## config.mk

```make
export PLATFORM = sky130hd
export DESIGN_NAME = ssstat_cell
export DESIGN_NICKNAME = d
export VERILOG_FILES = /design/src/sv/ssstat_pkg.sv /design/src/sv/ssstat_cell.sv
export SDC_FILE = /design/constraint.sdc
export NUM_CORES = 1
export LEC_CHECK = 0
export ABC_AREA = 1
export ABC_CLOCK_PERIOD_IN_PS = 6000
export BUFFER_PORTS_ARGS = -buffer_cell sky130_fd_sc_hd__buf_2
export CORE_ASPECT_RATIO = 1.2
export CORE_MARGIN = 2
export CORE_UTILIZATION = 44
export DETAILED_ROUTE_END_ITERATION = 12
export PLACE_DENSITY = 0.78
export SETUP_SLACK_MARGIN = 0.3
export SLEW_MARGIN = 10
export SYNTH_ARGS = -nofsm -noshare
export SYNTH_HDL_FRONTEND = slang
export SYNTH_SLANG_ARGS = --single-unit
export TNS_END_PERCENT = 20
```

## constraint.sdc

```tcl
create_clock -name aclk -period 6 [get_ports aclk]
set_input_delay 0.9 -clock aclk [delete_from_list [all_inputs] [get_ports aclk]]
set_output_delay 0.9 -clock aclk [all_outputs]
set_load 0.05 [all_outputs]
```

## src/sv/ssstat_pkg.sv

```systemverilog
// Shared constants and types for the sample set statistics block.
package ssstat_pkg;

    localparam int MAX_SAMPLES = 256;
    localparam int SAMPLE_BITS = 16;

    localparam int COUNT_W  = $clog2(MAX_SAMPLES + 1);
    localparam int SHIFT_W  = COUNT_W - 1;
    localparam int SUM_W    = SAMPLE_BITS + $clog2(MAX_SAMPLES);
    localparam int MEDIAN_W = SAMPLE_BITS + 1;
    localparam int STEP_W   = $clog2(SUM_W + 1);

    typedef logic [SAMPLE_BITS-1:0] sample_t;
    typedef logic [COUNT_W-1:0]     count_t;
    typedef logic [SUM_W-1:0]       sum_t;

    typedef struct packed {
        logic insert;
        logic shift;
    } ssstat_cell_ctrl_t;

endpackage

```

## src/sv/ssstat_cell.sv

```systemverilog
// One cell of the sorting chain: holds one sample in ascending order.
module ssstat_cell (
    input  logic                          aclk,
    input  ssstat_pkg::ssstat_cell_ctrl_t ctrl,
    input  ssstat_pkg::sample_t           new_sample,
    input  logic                          occupied,
    input  ssstat_pkg::sample_t           left_value,
    input  logic                          left_stays,
    input  ssstat_pkg::sample_t           right_value,
    output ssstat_pkg::sample_t           value,
    output logic                          stays
);
    import ssstat_pkg::*;

    sample_t value_reg;
    sample_t value_next;

    // A cell keeps its sample when it is occupied and not larger than the new one.
    assign stays = occupied && (value_reg <= new_sample);
    assign value = value_reg;

    always_comb begin
        value_next = value_reg;
        if (ctrl.insert && !stays) begin
            value_next = left_stays ? new_sample : left_value;
        end else if (ctrl.shift) begin
            value_next = right_value;
        end
    end

    always_ff @(posedge aclk) begin
        value_reg <= value_next;
    end

endmodule

```

==> results of run 1 <==
==> routing by layer <==
| metal | part of all wire | routed length (µm) | track usage |
|---|---|---|---|
| met4 | 0.024 | 79 | 0.0938 |
| met1 | 0.40 | 1320 | 0.231 |
| met5 | 0 | 0 | 0 |
| met2 | 0.54 | 1800 | 0.377 |
| met3 | 0.036 | 119 | 0.0164 |
==> layout by cell type, fill, tap and decap left out, types with 3 or more instances in the layout <==
master / count
edfxtp_1: 16
nor2_1: 18
nand3_1: 17
ha_1: 16
nand2_1: 50
inv_1: 23
a21oi_1: 21
buf_2: 69
clkbuf_4: 3
==> per-stage QoR <==
step,instance area (µm²),hold slack (ns)
3_5_place_dp,1680,1.16
4_1_cts,1710,0.858
5_1_grt,1710,0.876
6_report,1710,0.863
3_3_place_gp,1680,1.16
2_1_floorplan,1340,1.08
==> report_power, final <==
part           switching (mW)  internal [mW]
logic                   0.123         0.0541
clock network          0.0361         0.0242
registers             0.00869          0.143
==> area by class of cell <==
type | count | area share
flip-flops and latches | 16 | 0.282
multi-input cells | 132 | 0.423
inverters | 24 | 0.0528
repair buffers | 69 | 0.202
clock inverters | 1 | 0.00220
well taps | 34 | 0.0249
clock buffers | 3 | 0.0132
==> worst paths after layout <==
| check | end | slack, ns | startpoint | cells past startpoint |
|---|---|---|---|---|
| setup reg to reg | value[6] | 3.44 | value[15] | 11 |
| setup / recovery | stays | 2.76 | new_sample[15] | 12 |
| hold reg to reg | value[9] | 1.19 | value[1] | 6 |
| hold / removal | value[14] | 0.86 | right_value[14] | 3 |
==> logic make-up after synthesis <==
group           count (synthesis)  synth area share
simple gates                   92             0.294
fa+ha+maj                      16             0.150
buf+inv                        31            0.0993
compound gates                 23            0.0881
mux                             1           0.00843
flops                          16             0.360
==> worst max-delay path, delay by kind of cell <==
kind / cells / cell delay [ns]
fa+ha+maj: 1 / 0.29
buf+inv: 5 / 0.51
simple gates: 6 / 0.62
==> flow_metrics.py, run 1 <==
metrics = {
    "floorplanning": {
        "chipHeight_um": 64.3,
        "io_pins": 70,
        "core-area_um2": 2840,
        "initial_core_util": 0.470,
        "fp.dieArea_um2": 3490,
        "rows": 21,
        "die_x_um": 54.3,
    },
    "layout": {
        "register_area_um2": 480,
        "diodes": 0,
        "syn_to_final_growth_pct": 27.8,
        "multi_input_area_um2": 722,
        "n_fill_cell": 294,
        "layoutNonFillerInstCount": 279,
        "fin_nets": 315,
        "finalCoreUtilization": 0.601,
        "largest_reg_flops": 16,
        "drive_gt1_frac": 0.314,
    },
    "clock_tree": {
        "cts_buffers": 3,
        "cts_tree": "built",
        "clock-sinks": 16,
        "cts_setup_buffers": 0,
        "clock_latency_ns": 0.29,
        "path_clk_slew_ns": 0.10,
        "htree_levels": 1,
        "post_cts_resized": 0,
        "cts_hold_buffers": 0,
        "cts-root-buf": "clkbuf_4",
        "clockBufferDepth": 2,
    },
    "worst_setup_path": {
        "slowest_stage": "ha_1",
        "cp_cell_sequence": "buf_2, inv_1, ha_1, nand2_1, nor2_2, nand4_1, clkinv_1, nand4_1, nand2_2, nand2_4, inv_1, buf_2",
        "worst-setup-path-type": "in2out",
        "setup.worst_path.start_class": "input pin",
        "max_stage_delay_ns": 0.29,
        "cp.required_ns": 5.10,
        "cp_data_arrival_time_ns": 2.34,
        "worstPathMaxFanout": 18,
        "end_kind": "primary output",
    },
    "drt": {
        "vias_per_cell": 4.86,
        "ant_nets": 0,
        "vias": 1356,
        "dr.pass1.iters": 4,
        "initialDrtViolationCount": 22,
        "post-route-drc-count": 0,
        "drt-total-wl_mm": 3.33,
        "wl_per_cell_um": 11.9,
    },
    "place": {
        "dpl.cell_count": 275,
        "portBuffers": 69,
        "post-place-ws_ns": 2.76,
        "gp_congestion": 0.770,
        "dpl.hpwl_mm": 2.62,
    },
    "sta": {
        "rsz0062_at_grt": "no",
        "finalSetupTns_ns": 0,
        "fmax_mhz": 309,
        "finalCritPeriodShare": 0.539,
        "setup-violations-final": 0,
        "final_max_slew_viol_count": 0,
        "maxSlewHeadroom": 0.532,
        "hold_violations": 0,
        "post-route-min-period_ns": 3.24,
        "worst_slack_ns": 2.76,
        "worst_pin_slew_ns": 0.701,
        "fin_skew_ns": 0.00456,
    },
    "grt": {
        "antenna_found_initial": 0,
        "grt_first_pass_wirelength_mm": 5.41,
        "grt_usage": 0.207,
        "grt_pass1_vias": 1357,
        "grt_overflow": 0,
        "grt_max_degree": 32,
    },
    "synthesis": {
        "syn_nets": 248,
        "ys_ff_latch": 16,
        "ys_seq_area_frac": 0.360,
        "netlist_area_um2": 1340,
        "synth_top_flop_cell": "edfxtp_1",
        "synth-edff-count": 16,
        "yosysMostFrequentCell": "nand2_1",
        "syn_inst": 179,
        "yosys-top-cells-count": "50 x nand2_1, 23 x inv_1, 21 x a21oi_1",
        "synthArstFlopShare": 0,
        "syn-mean-instance-area_um2": 7.46,
        "yosysTopAreaCellShare": 0.360,
        "synth.distinct_cells": 21,
        "synth_area_leaders": "edfxtp_1 36%, ha_1 15%, nand2_1 14%",
        "yosysWarnings": 0,
        "synth_area_leader_cell": "edfxtp_1",
    },
    "pwr": {
        "power_mw": 0.389,
        "peakVddDrop_uv": 124,
        "power_density_nw_per_um2": 228,
        "leakage_nw": 0.986,
    },
    "run": {
        "cap_violations": 0,
    },
    "hold_path": {
        "hp-class": "in2reg",
    },
    "run_status": {
        "outcome": "finished, final reports clean",
    },
}
Power figures use the tool's default switching activity.
==> run 2, diff against run 1 <==
Settings changed: ABC_CLOCK_PERIOD_IN_PS 6000 to 2700, CORE_UTILIZATION 44 to 41, PLACE_DENSITY 0.78 to 0.77.
Clock period 6 ns to 2.7 ns, I/O delays scaled along.
==> run 2 against run 1 <==
Non-clock buffer count up 6. First-iteration DRC count up 77%. Clock skew down 0.0013 ns. Cell area up 9.9%. Sequential share of layout area down 2.5 points.
==> flow_metrics.py, run 2 (synthesis results as in run 1) <==
metrics = {
    "grt": {
        "grt_overflow": 0,
        "antenna_found_initial": 0,
        "grt_first_pass_wirelength_mm": 5.59,
        "grt_max_degree": 32,
        "grt_usage": 0.192,
        "grt_pass1_vias": 1366,
    },
    "pwr": {
        "power_density_nw_per_um2": 504,
        "leakage_nw": 1.02,
        "peakVddDrop_uv": 301,
        "power_mw": 0.946,
    },
    "sta": {
        "final_max_slew_viol_count": 0,
        "post-route-min-period_ns": 2.39,
        "maxSlewHeadroom": 0.644,
        "fin_skew_ns": 0.00328,
        "hold_violations": 0,
        "finalCritPeriodShare": 0.884,
        "fmax_mhz": 419,
        "finalSetupTns_ns": 0,
        "setup-violations-final": 0,
        "rsz0062_at_grt": "yes",
        "worst_pin_slew_ns": 0.534,
    },
    "drt": {
        "dr.pass1.iters": 4,
        "vias": 1461,
        "post-route-drc-count": 0,
        "met2_length_mm": 2.00,
        "vias_per_cell": 5.09,
        "wl_met1_mm": 1.39,
        "ant_nets": 0,
        "dr.max_layer_used": "met4",
        "drt-total-wl_mm": 3.78,
        "wl_per_cell_um": 13.2,
        "initialDrtViolationCount": 39,
        "wl_met3_um": 245,
    },
    "hold_path": {
        "hold_depth": 3,
        "hp-class": "in2reg",
        "whs_endpoint": "value[15]",
        "hp-start": "right_value[15]",
    },
    "worst_setup_path": {
        "critPathLaunch": "value[5]",
        "r2r_end": "value[6]",
        "setup.worst_path.start_class": "flop",
        "cp.required_ns": 2.30,
        "worst-setup-path-type": "reg2out",
        "ff2ff_setup_slack_ns": 0.43,
        "worstPathMaxFanout": 6,
        "worstReg2RegStart": "value[5]",
        "end_kind": "primary output",
        "reg2reg_depth": 11,
        "cp_data_arrival_time_ns": 1.98,
    },
    "clock_tree": {
        "cts-root-buf": "clkbuf_4",
        "cts_buffers": 3,
        "cts_tree": "built",
        "clock-sinks": 16,
        "clockBufferDepth": 2,
        "htree_levels": 1,
        "cts_hold_buffers": 0,
        "path_clk_slew_ns": 0.09,
        "clock_latency_ns": 0.30,
    },
    "layout": {
        "n_fill_cell": 296,
        "final_area_um2": 1880,
        "largest_reg_flops": 16,
        "layout_common_cells": "68 x buf_2, 45 x nand2_1, 22 x inv_1, 21 x a21oi_1, 18 x nor2_1",
        "fin_nets": 322,
        "finalCoreUtilization": 0.608,
        "syn_to_final_growth_pct": 40.5,
        "drive_gt1_frac": 0.390,
        "layout_commonest_cell": "buf_2",
        "diodes": 0,
    },
    "floorplanning": {
        "die_x_um": 56.1,
        "initial_core_util": 0.433,
        "fp.dieArea_um2": 3730,
        "core-area_um2": 3080,
        "rows": 22,
        "chipHeight_um": 66.5,
        "io_pins": 70,
    },
    "place": {
        "portBuffers": 69,
        "placedInstanceArea_um2": 1690,
        "dpl.hpwl_mm": 2.65,
        "gp_congestion": 0.875,
    },
    "run": {
        "cap_violations": 0,
    },
    "run_status": {
        "outcome": "finished, final reports clean",
    },
}
## run 2: what timing repair did
action	CTS	global route
resized for setup	1	17
setup buffers	0	6
pin swaps	0	8
setup endpoints to repair	1	17
gates cloned	0	1
## run 2: layout make-up
cell class,count,area (µm²),share of cell area
Inverter,24,92.6,0.0494
Clock buffer,3,22.5,0.0120
Timing Repair Buffer,75,400,0.213
Tap cell,36,45.0,0.0240
Sequential cell,16,480,0.256
Multi-Input combinational cell,133,835,0.445
## run 2: stage by stage
| stage | cells | worst slack (ns) | hold WS (ns) |
|---|---|---|---|
| after floorplan | 179 | 0.270 | 0.584 |
| after global placement | 277 | 0.380 | 0.674 |
| after detailed placement | 277 | 0.314 | 0.674 |
| after CTS | 280 | 0.311 | 0.377 |
| after global routing | 287 | 0.204 | 0.366 |
| final | 287 | 0.314 | 0.365 |
## run 2: worst max path at each step
stage | endpoint | depth (start not counted)
global placement | value[0] | 13
CTS | stays | 8
finish | stays | 11
global route | stays | 11
detailed placement | value[6] | 13
floorplan | stays | 10
## run 2: power breakdown
part	internal, mW	switching (mW)
clock	0.0521	0.0798
combinational	0.166	0.305
sequential	0.319	0.0248
## run 2: worst max-delay path: stages, from the launching register on
cell and delay [ns]:
edfxtp_1 0.42, ha_1 0.35, a21oi_1 0.17, nor2_1 0.07
nor2_1 0.09, nand2_1 0.06, nand2_1 0.05, nand2_1 0.05
nand2_2 0.13, nand2_8 0.09, inv_4 0.06, buf_8 0.13
## run 2: metal layers
| layer | vias up | global-route usage |
|---|---|---|
| li1 | 734 | - |
| met1 | 651 | 0.202 |
| met2 | 62 | 0.363 |
| met3 | 14 | 0.0194 |
| met4 | 0 | 0.119 |
| met5 | - | 0 |
