<file path="src/sv/ssstat_pkg.sv">
// Shared constants and types for the sample set statistics block.
package ssstat_pkg;

    localparam int MAX_SAMPLES = 256;
    localparam int SAMPLE_BITS = 16;

    localparam int COUNT_W  = $clog2(MAX_SAMPLES + 1);
    localparam int SHIFT_W  = COUNT_W - 1;
    localparam int SUM_W    = SAMPLE_BITS + $clog2(MAX_SAMPLES);
    localparam int MEDIAN_W = SAMPLE_BITS + 1;
    localparam int STEP_W   = $clog2(SUM_W + 1);

    typedef logic [SAMPLE_BITS-1:0] sample_t;
    typedef logic [COUNT_W-1:0]     count_t;
    typedef logic [SUM_W-1:0]       sum_t;

    typedef struct packed {
        logic insert;
        logic shift;
    } ssstat_cell_ctrl_t;

endpackage

</file>
<file path="src/sv/ssstat_divider.sv">
// Restoring divider, one quotient bit per cycle, for the floor mean.
module ssstat_divider (
    input  logic                 aclk,
    input  logic                 aresetn,
    input  logic                 start,
    input  ssstat_pkg::sum_t     dividend,
    input  ssstat_pkg::count_t   divisor,
    output logic                 done,
    output ssstat_pkg::sum_t     quotient
);
    import ssstat_pkg::*;

    logic [STEP_W-1:0] step_reg;
    logic [STEP_W-1:0] step_next;
    sum_t              quo_reg;
    sum_t              quo_next;
    count_t            rem_reg;
    count_t            rem_next;
    count_t            div_reg;
    count_t            div_next;
    logic [COUNT_W:0]  rem_shift;
    logic [COUNT_W:0]  rem_diff;
    logic              fits;

    assign rem_shift = {rem_reg, quo_reg[SUM_W-1]};
    assign rem_diff  = rem_shift - {1'b0, div_reg};
    assign fits      = rem_shift >= {1'b0, div_reg};

    always_comb begin
        step_next = step_reg;
        quo_next  = quo_reg;
        rem_next  = rem_reg;
        div_next  = div_reg;
        if (start) begin
            step_next = STEP_W'(SUM_W);
            quo_next  = dividend;
            rem_next  = '0;
            div_next  = divisor;
        end else if (step_reg != '0) begin
            step_next = step_reg - 1'b1;
            quo_next  = {quo_reg[SUM_W-2:0], fits};
            rem_next  = fits ? rem_diff[COUNT_W-1:0] : rem_shift[COUNT_W-1:0];
        end
    end

    always_ff @(posedge aclk) begin
        if (!aresetn) begin
            step_reg <= '0;
        end else begin
            step_reg <= step_next;
        end
    end

    always_ff @(posedge aclk) begin
        quo_reg <= quo_next;
        rem_reg <= rem_next;
        div_reg <= div_next;
    end

    assign done     = (step_reg == '0);
    assign quotient = quo_reg;

endmodule
</file>
<file path="config.mk">
export PLATFORM = sky130hd
export DESIGN_NAME = ssstat_divider
export DESIGN_NICKNAME = d
export VERILOG_FILES = /design/src/sv/ssstat_pkg.sv /design/src/sv/ssstat_divider.sv
export SDC_FILE = /design/constraint.sdc
export NUM_CORES = 1
export LEC_CHECK = 0
export ABC_AREA = 1
export BUFFER_PORTS_ARGS = -buffer_cell sky130_fd_sc_hd__buf_2
export CORE_ASPECT_RATIO = 1.4
export CORE_MARGIN = 2
export CORE_UTILIZATION = 40
export CTS_CLUSTER_SIZE = 16
export DETAILED_ROUTE_END_ITERATION = 16
export PLACE_DENSITY = 0.63
export SLEW_MARGIN = 20
export SYNTH_ARGS = -nofsm -noshare
export SYNTH_HDL_FRONTEND = slang
export SYNTH_SLANG_ARGS = --single-unit
</file>
<file path="constraint.sdc">
create_clock -name aclk -period 2.4 [get_ports aclk]
set_input_delay 0.36 -clock aclk [delete_from_list [all_inputs] [get_ports aclk]]
set_output_delay 0.36 -clock aclk [all_outputs]
set_load 0.01 [all_outputs]
</file>
==> metrics.md, run 1 <==
| Metric | Value |
|---|---|
| Status | `finished clean` |
| Hold buffers post-CTS | `0` |
| Crit path max fanout | `9` |
| CP Launch Type | `register` |
| Max-Cap Viols | `0` |
| Worst setup margin | `between 400 and 500 ps` |
| First-pass GRT wire length | `approximately 9400 um` |
| Worst-case headroom to the max-slew limit | `between 70% and 80%` |
| Vias | `2124` |
| Port buffer count | `60` |
| Final setup viols | `0` |
| Core footprint | `0.00621 mm^2` |
| Slowest cell on crit path | `fa_1` |
| Pwr Density | `~940 mW/mm^2` |
| Buf+Inv Stages, Crit Path | `2` |
| Met1 usage | `roughly 20%` |
| TNS Setup | `0 ps` |
| Hold violation count in the final report | `0` |
| Worst path cell trace | `inv_1, ha_1, inv_1, fa_1, nand2_2, nand3_4, a21oi_4, o21ai_0` |
| Pre-CTS worst setup slack | `between 400 and 500 ps` |
| Required @ worst endpoint | `2450 ps` |
| Largest net degree at the start of global routing | `36` |
| Bufs on Longest Clock Path | `2` |
| Initial antenna violation count | `0` |
| Busiest grt layer | `met2` |
| Yosys cell types | `29` |
| Max reg flops | `24` |
| Drt pass-1 iters | `4` |
| CTS H-Tree Depth | `2` |
| Remaining antenna violation count after routing | `0` |
| RePlAce Congestion | `0.826` |
| Syn Inst Count | `around 320` |
| # DRC | `0` |
| LEAKAGE | `1.60 nW` |
| WHS | `221 ps` |
| Crit-path max cell delay | `430 ps` |
| Mean Syn Cell Area | `8.15 um^2` |
| Post-CTS Resized | `0` |
| Share of cells above drive strength 1 | `24.3%` |
| Sequential share of the synthesized area | `49.2%` |
| Synthesis Warnings | `0` |
| Synth-to-layout area growth | `18.7%` |
| Net Count, Synth | `364` |
| Drt total wl | `about 5400 um` |
| Die area | `0.00712 mm^2` |
| # diodes | `0` |
| Sinks on Clock Net | `between 40 and 50` |
| Final Max Tran Viols | `0` |
| GR Overflow Total | `0` |
| Arrival time worst endpoint | `2040 ps` |
| DR vias/cell | `4.68` |
| Total setup buffers inserted after CTS | `0` |
| Drt wl/cell | `11.9 um` |
| Total track usage | `16.5%` |
| Drt first-iter violations | `between 90 and 100` |
| Worst-path clk slew | `90 ps` |
| Final period utilization | `83.0%` |
| RSZ-0062 raised after global routing | `no` |
| Die height | `99.1 um` |
| Max Clk Rate | `0.502 GHz` |
| Worst-margin pin slew | `between 300 and 400 ps` |
| FILL cells | `slightly below 600` |
| Detail Placement HPWL | `4000 um` |
| Total I/O pin count | `61` |
| Synth Cell Area | `0.00258 mm^2` |
| Vias in the first global route | `between 2000 and 2500` |
| DIE WIDTH | `71.9 um` |
| Cell Rows | `34` |
| Crit end category | `register` |
| Grt met2 use | `28.8%` |
| Nets | `~430` |
| Met3 Usage GRT | `3.07%` |
| Num CTS Buffers | `5` |
| Maximum vdd drop | `0.000496 V` |
| HP Class | `primary input to register` |
| Top delay family on crit path | `adder cells` |
| CP most frequent cell | `inv_1` |
| CTS tree | `done` |
| Kind of critical path | `register to register` |
| Synthesis-stage register bit count | `47` |
| Clock Latency Late Sink | `between 300 and 400 ps` |
| Root Driver | `clkbuf_8` |
| Final Skew | `8.80 ps` |
| Min Tclk post-route | `1990 ps` |
| Initial core utilization | `41.6%` |
-- placed cells by master, fill, tap and decap left out, types with 4 or more instances in the layout --
cell type    n
o21ai_0      7
nand2_1    129
buf_2       60
nand3_1     19
dfxtp_1     14
inv_1       38
buf_4        4
a21oi_1      6
ha_1        10
edfxtp_1    33
nor2_1      22
xnor2_1      4
clkbuf_8     5
nand2_2      7
nor2_4       4
-- cells by family (layout without fill, tap and decap cells) --
family | Yosys count | after routing | synth area share, %
DFF | 47 | 47 | 49.2
and+or+nand+nor | 190 | 190 | 32.5
xor gates and xnor gates | 4 | 4 | 1.36
adders and majority gates | 11 | 11 | 5.62
AOI/OAI and AO/OA | 16 | 16 | 3.92
buffers and inverters | 49 | 114 | 7.41
-- cell usage after synthesis (all sizes together) --
library cell | n | area [um^2]
nand2 | 138 | 551
inv | 41 | 156
edfxtp | 33 | 991
nor2 | 27 | 134
nand3 | 20 | 113
dfxtp | 14 | 280
ha | 10 | 125
a21oi | 7 | 46.3
o21ai | 7 | 35.0
clkbuf | 5 | 18.8
xnor2 | 4 | 35.0
buf | 2 | 12.5
nand4 | 2 | 12.5
nor3 | 2 | 21.3
a211oi | 1 | 12.5
a21boi | 1 | 7.51
clkinv | 1 | 3.75
fa | 1 | 20.0
nand3b | 1 | 7.51
-- where the power goes --
| group | leakage, nW | switching, mW | internal [mW] | total (mW) |
|---|---|---|---|---|
| sequential | 0.460 | 0.107 | 1.05 | 1.15 |
| clock | 0.0408 | 0.287 | 0.208 | 0.495 |
| combinational | 1.10 | 0.772 | 0.471 | 1.24 |
-- cell type report --
class / instances / area (um^2) / share of cell area, %
clock inverters: 3 / 23.8 / 0.776
clock buffers: 5 / 68.8 / 2.25
flip-flops and latches: 47 / 1270 / 41.5
inverters: 42 / 160 / 5.23
multi-input cells: 221 / 1120 / 36.5
repair buffers: 64 / 330 / 10.8
well taps: 72 / 90.1 / 2.94
-- metal layers --
metal | share of wire (%) | vias up
li1 | - | 1122
met1 | 43 | 928
met4 | 1.5 | 0
met5 | 0 | -
met2 | 50 | 68
met3 | 5.5 | 6
-- worst paths after layout --
path | end | start | slack [ps] | cells after the start
max | quotient[0] | quotient[23] | 410 | 8
min | div_reg[6] | divisor[6] | 220 | 1
max reg2reg | quotient[0] | quotient[23] | 410 | 8
min reg2reg | step_reg[0] | step_reg[0] | 480 | 2
-- metrics by stage --
step | std cells | utilization, % | total power [mW] | instance area, um^2
floorplan | 317 | - | 2.10 | 2580
global placement | 446 | 47.8 | 2.40 | 2970
detailed placement | 446 | 47.8 | 2.42 | 2970
CTS | 454 | 49.3 | 2.92 | 3060
global route | 454 | 49.3 | 3.15 | 3060
finish | 454 | 49.3 | 2.89 | 3060
Note: power is estimated with default switching activity, not from simulation.
==> run 2, diff against run 1 <==
--- a/config.mk
+++ b/config.mk
@@ -12,7 +12,7 @@
 export CORE_UTILIZATION = 40
 export CTS_CLUSTER_SIZE = 16
 export DETAILED_ROUTE_END_ITERATION = 16
-export PLACE_DENSITY = 0.63
+export PLACE_DENSITY = 0.66
 export SLEW_MARGIN = 20
 export SYNTH_ARGS = -nofsm -noshare
 export SYNTH_HDL_FRONTEND = slang
==> constraint.sdc (replaced) <==
create_clock -name aclk -period 1.8 [get_ports aclk]
set_input_delay 0.27 -clock aclk [delete_from_list [all_inputs] [get_ports aclk]]
set_output_delay 0.27 -clock aclk [all_outputs]
set_load 0.01 [all_outputs]
==> run 2 against run 1 <==
Worst setup slack lost 450 ps. The run now ends with negative setup slack left. Sequential power grew 35%. Largest cell class unchanged. Utilization grew 2.3 points.
==> metrics.md, run 2 (synthesis gave the netlist of run 1 again) <==
| Metric | Value |
|---|---|
| Status | `finished, violations left` |
| Failing checks | `negative setup slack` |
| FF-to-FF End | `rem_reg[5]` |
| Final Max Tran Viols | `0` |
| # diodes | `0` |
| Port buffer count | `60` |
| Final Skew | `~5.5 ps` |
| Final setup viols | `2` |
| Reg2reg start | `quotient[23]` |
| Final period utilization | `102%` |
| Hold violation count in the final report | `0` |
| Die area | `0.00712 mm^2` |
| Post-route total power | `4.12 mW` |
| P_sw | `1.64 mW` |
| Kind of critical path | `register to register` |
| Detail Placement HPWL | `4200 um` |
| Clock Latency Late Sink | `a little under 300 ps` |
| Worst path cell trace | `inv_1, ha_2, inv_2, fa_2, nand2_4, nand3_4, buf_6, nand2_8, nand2_4, nand2_2, nand3_2, nand2_1, inv_1` |
| Vias | `2195` |
| CTS H-Tree Depth | `2` |
| Drt first-iter violations | `70` |
| Slowest cell on crit path | `edfxtp_1` |
| CP startpoint | `quotient[23]` |
| Clock Power Share | `16.8%` |
| Total track usage | `between 10% and 20%` |
| Sinks on Clock Net | `47` |
| Drt wl/cell | `11.8 um` |
| Pint | `roughly 2.5 mW` |
| Crit end category | `register` |
| Arrival time worst endpoint | `2040 ps` |
| Die height | `99.1 um` |
| Worst-margin pin slew | `411 ps` |
| Cell Rows | `34` |
| Worst-path clk slew | `roughly 90 ps` |
| Required @ worst endpoint | `2000 ps` |
| Synth-to-layout area growth | `24.1%` |
| Num CTS Buffers | `5` |
| Initial antenna violation count | `0` |
| Vias in the first global route | `2130` |
| Share of cells above drive strength 1 | `28.6%` |
| Nets | `438` |
| HP Class | `primary input to register` |
| # DRC | `0` |
| WHS | `145 ps` |
| CTS tree | `done` |
| Cell depth of the worst flop-to-flop path | `13` |
| Switching Fraction | `39.8%` |
| Bufs on Longest Clock Path | `2` |
| GR Overflow Total | `0` |
| Worst-case headroom to the max-slew limit | `around 72%` |
| Most common cell after layout, fill and taps aside | `nand2_1` |
| Drt total wl | `5470 um` |
| Total I/O pin count | `61` |
| Drt pass-1 iters | `4` |
| First-pass GRT wire length | `9220 um` |
| TNS Setup | `-45.2 ps` |
| RSZ-0062 raised after global routing | `yes` |
| Crit path max fanout | `7` |
| RePlAce Congestion | `0.892` |
| Reg2reg setup slack | `-40 ps` |
| Core footprint | `0.00621 mm^2` |
| Crit path depth | `13` |
| Crit-path max cell delay | `390 ps` |
| LEAKAGE | `1.67 nW` |
| Root Driver | `clkbuf_8` |
| Buf+Inv Stages, Crit Path | `4` |
| Dpl cells | `451` |
| Final Non-Filler Cells | `464` |
| Min Tclk post-route | `1840 ps` |
| Maximum vdd drop | `0.000899 V` |
| Max reg flops | `24` |
| Max Clk Rate | `between 0.5 and 0.6 GHz` |
| Largest net degree at the start of global routing | `28` |
| DIE WIDTH | `71.9 um` |
| Crit path to | `rem_reg[5]` |
| Most frequent cells in the layout | `nand2_1 (127), buf_2 (60), inv_1 (37)` |
| Max-Cap Viols | `0` |
| Worst setup margin | `-37.8 ps` |
| Top delay family on crit path | `adder cells` |
| CP Launch Type | `register` |
| Initial core utilization | `roughly 42%` |
| HP Start | `divisor[3]` |
| Seq pwr share | `37.6%` |
| Remaining antenna violation count after routing | `0` |
| Logic pwr share | `a little under half` |
| DR vias/cell | `between 4 and 5` |
| Pwr Density | `1290 mW/mm^2` |
[run 2: changes by cell type in the layout (fill, tap and decap cells not counted), moves of 2 or more]
| cell | change |
|---|---|
| nand2_1 | -2 |
| clkinvlp_4 | -2 |
| ha_2 | +3 |
| nand3_1 | -2 |
| nand3_2 | +2 |
| clkbuf_8 | +2 |
| ha_1 | -3 |
| buf_4 | +7 |
[run 2: layer usage]
| metal | vias to the layer above | share of wire (%) | global-route usage, % |
|---|---|---|---|
| met1 | 972 | 42 | 19.2 |
| met2 | 70 | 52 | 28.7 |
| met3 | 7 | 5.3 | 3.27 |
| li1 | 1146 | - | - |
| met4 | 0 | 1.3 | 5.08 |
| met5 | - | 0 | 0 |
[run 2: worst min path at each step]
stage	slack (ps)	cells after the start	end
after CTS	130	1	div_reg[3]
final	150	1	div_reg[3]
after detailed placement	450	1	div_reg[3]
after global placement	450	1	div_reg[4]
after floorplan	370	0	div_reg[0]
after global routing	130	1	div_reg[2]
[run 2: final cells by class]
cell class / instances / area [um^2]
multi-input cells: 222 / 1170
inverters: 42 / 160
flip-flops and latches: 47 / 1270
clock inverters: 1 / 6.26
repair buffers: 73 / 414
clock buffers: 7 / 96.3
fillers: 583 / 3010
well taps: 72 / 90.1
[run 2: metrics by stage]
step / cell area (um^2) / worst slack, ps / util [%]
CTS: 3180 / -1.34 / 51.1
detailed placement: 3020 / -37.8 / 48.7
global route: 3210 / -159 / 51.6
floorplan: 2580 / -29.1 / -
global placement: 3020 / 2.50 / 48.7
finish: 3210 / -37.8 / 51.6
[run 2: repair_timing]
action | 4_1_cts | 5_1_grt
gates resized for setup | 4 | 6
setup buffers | 3 | 1
hold buffers | 0 | 0
gates cloned | 1 | 0
endpoints found under the setup margin | 10 | 10
pin swaps | 6 | 3
[run 2: worst register-to-register path, stage by stage, from the launching register on]
cell and delay [ps]:
edfxtp_1 390, inv_1 70, ha_2 160, inv_2 40, fa_2 390, nand2_4 90
nand3_4 90, buf_6 150, nand2_8 70, nand2_4 60, nand2_2 80, nand3_2 60
nand2_1 60, inv_1 30
[run 2: power by group through the flow]
stage                     Sequential (mW)  Combinational (mW)  Clock, mW
after floorplan                      1.58                1.22          0
after global placement               1.57                1.70          0
after detailed placement             1.57                1.72          0
after CTS                            1.55                1.82      0.721
after global routing                 1.58                2.09      0.760
final                                1.55                1.88      0.693
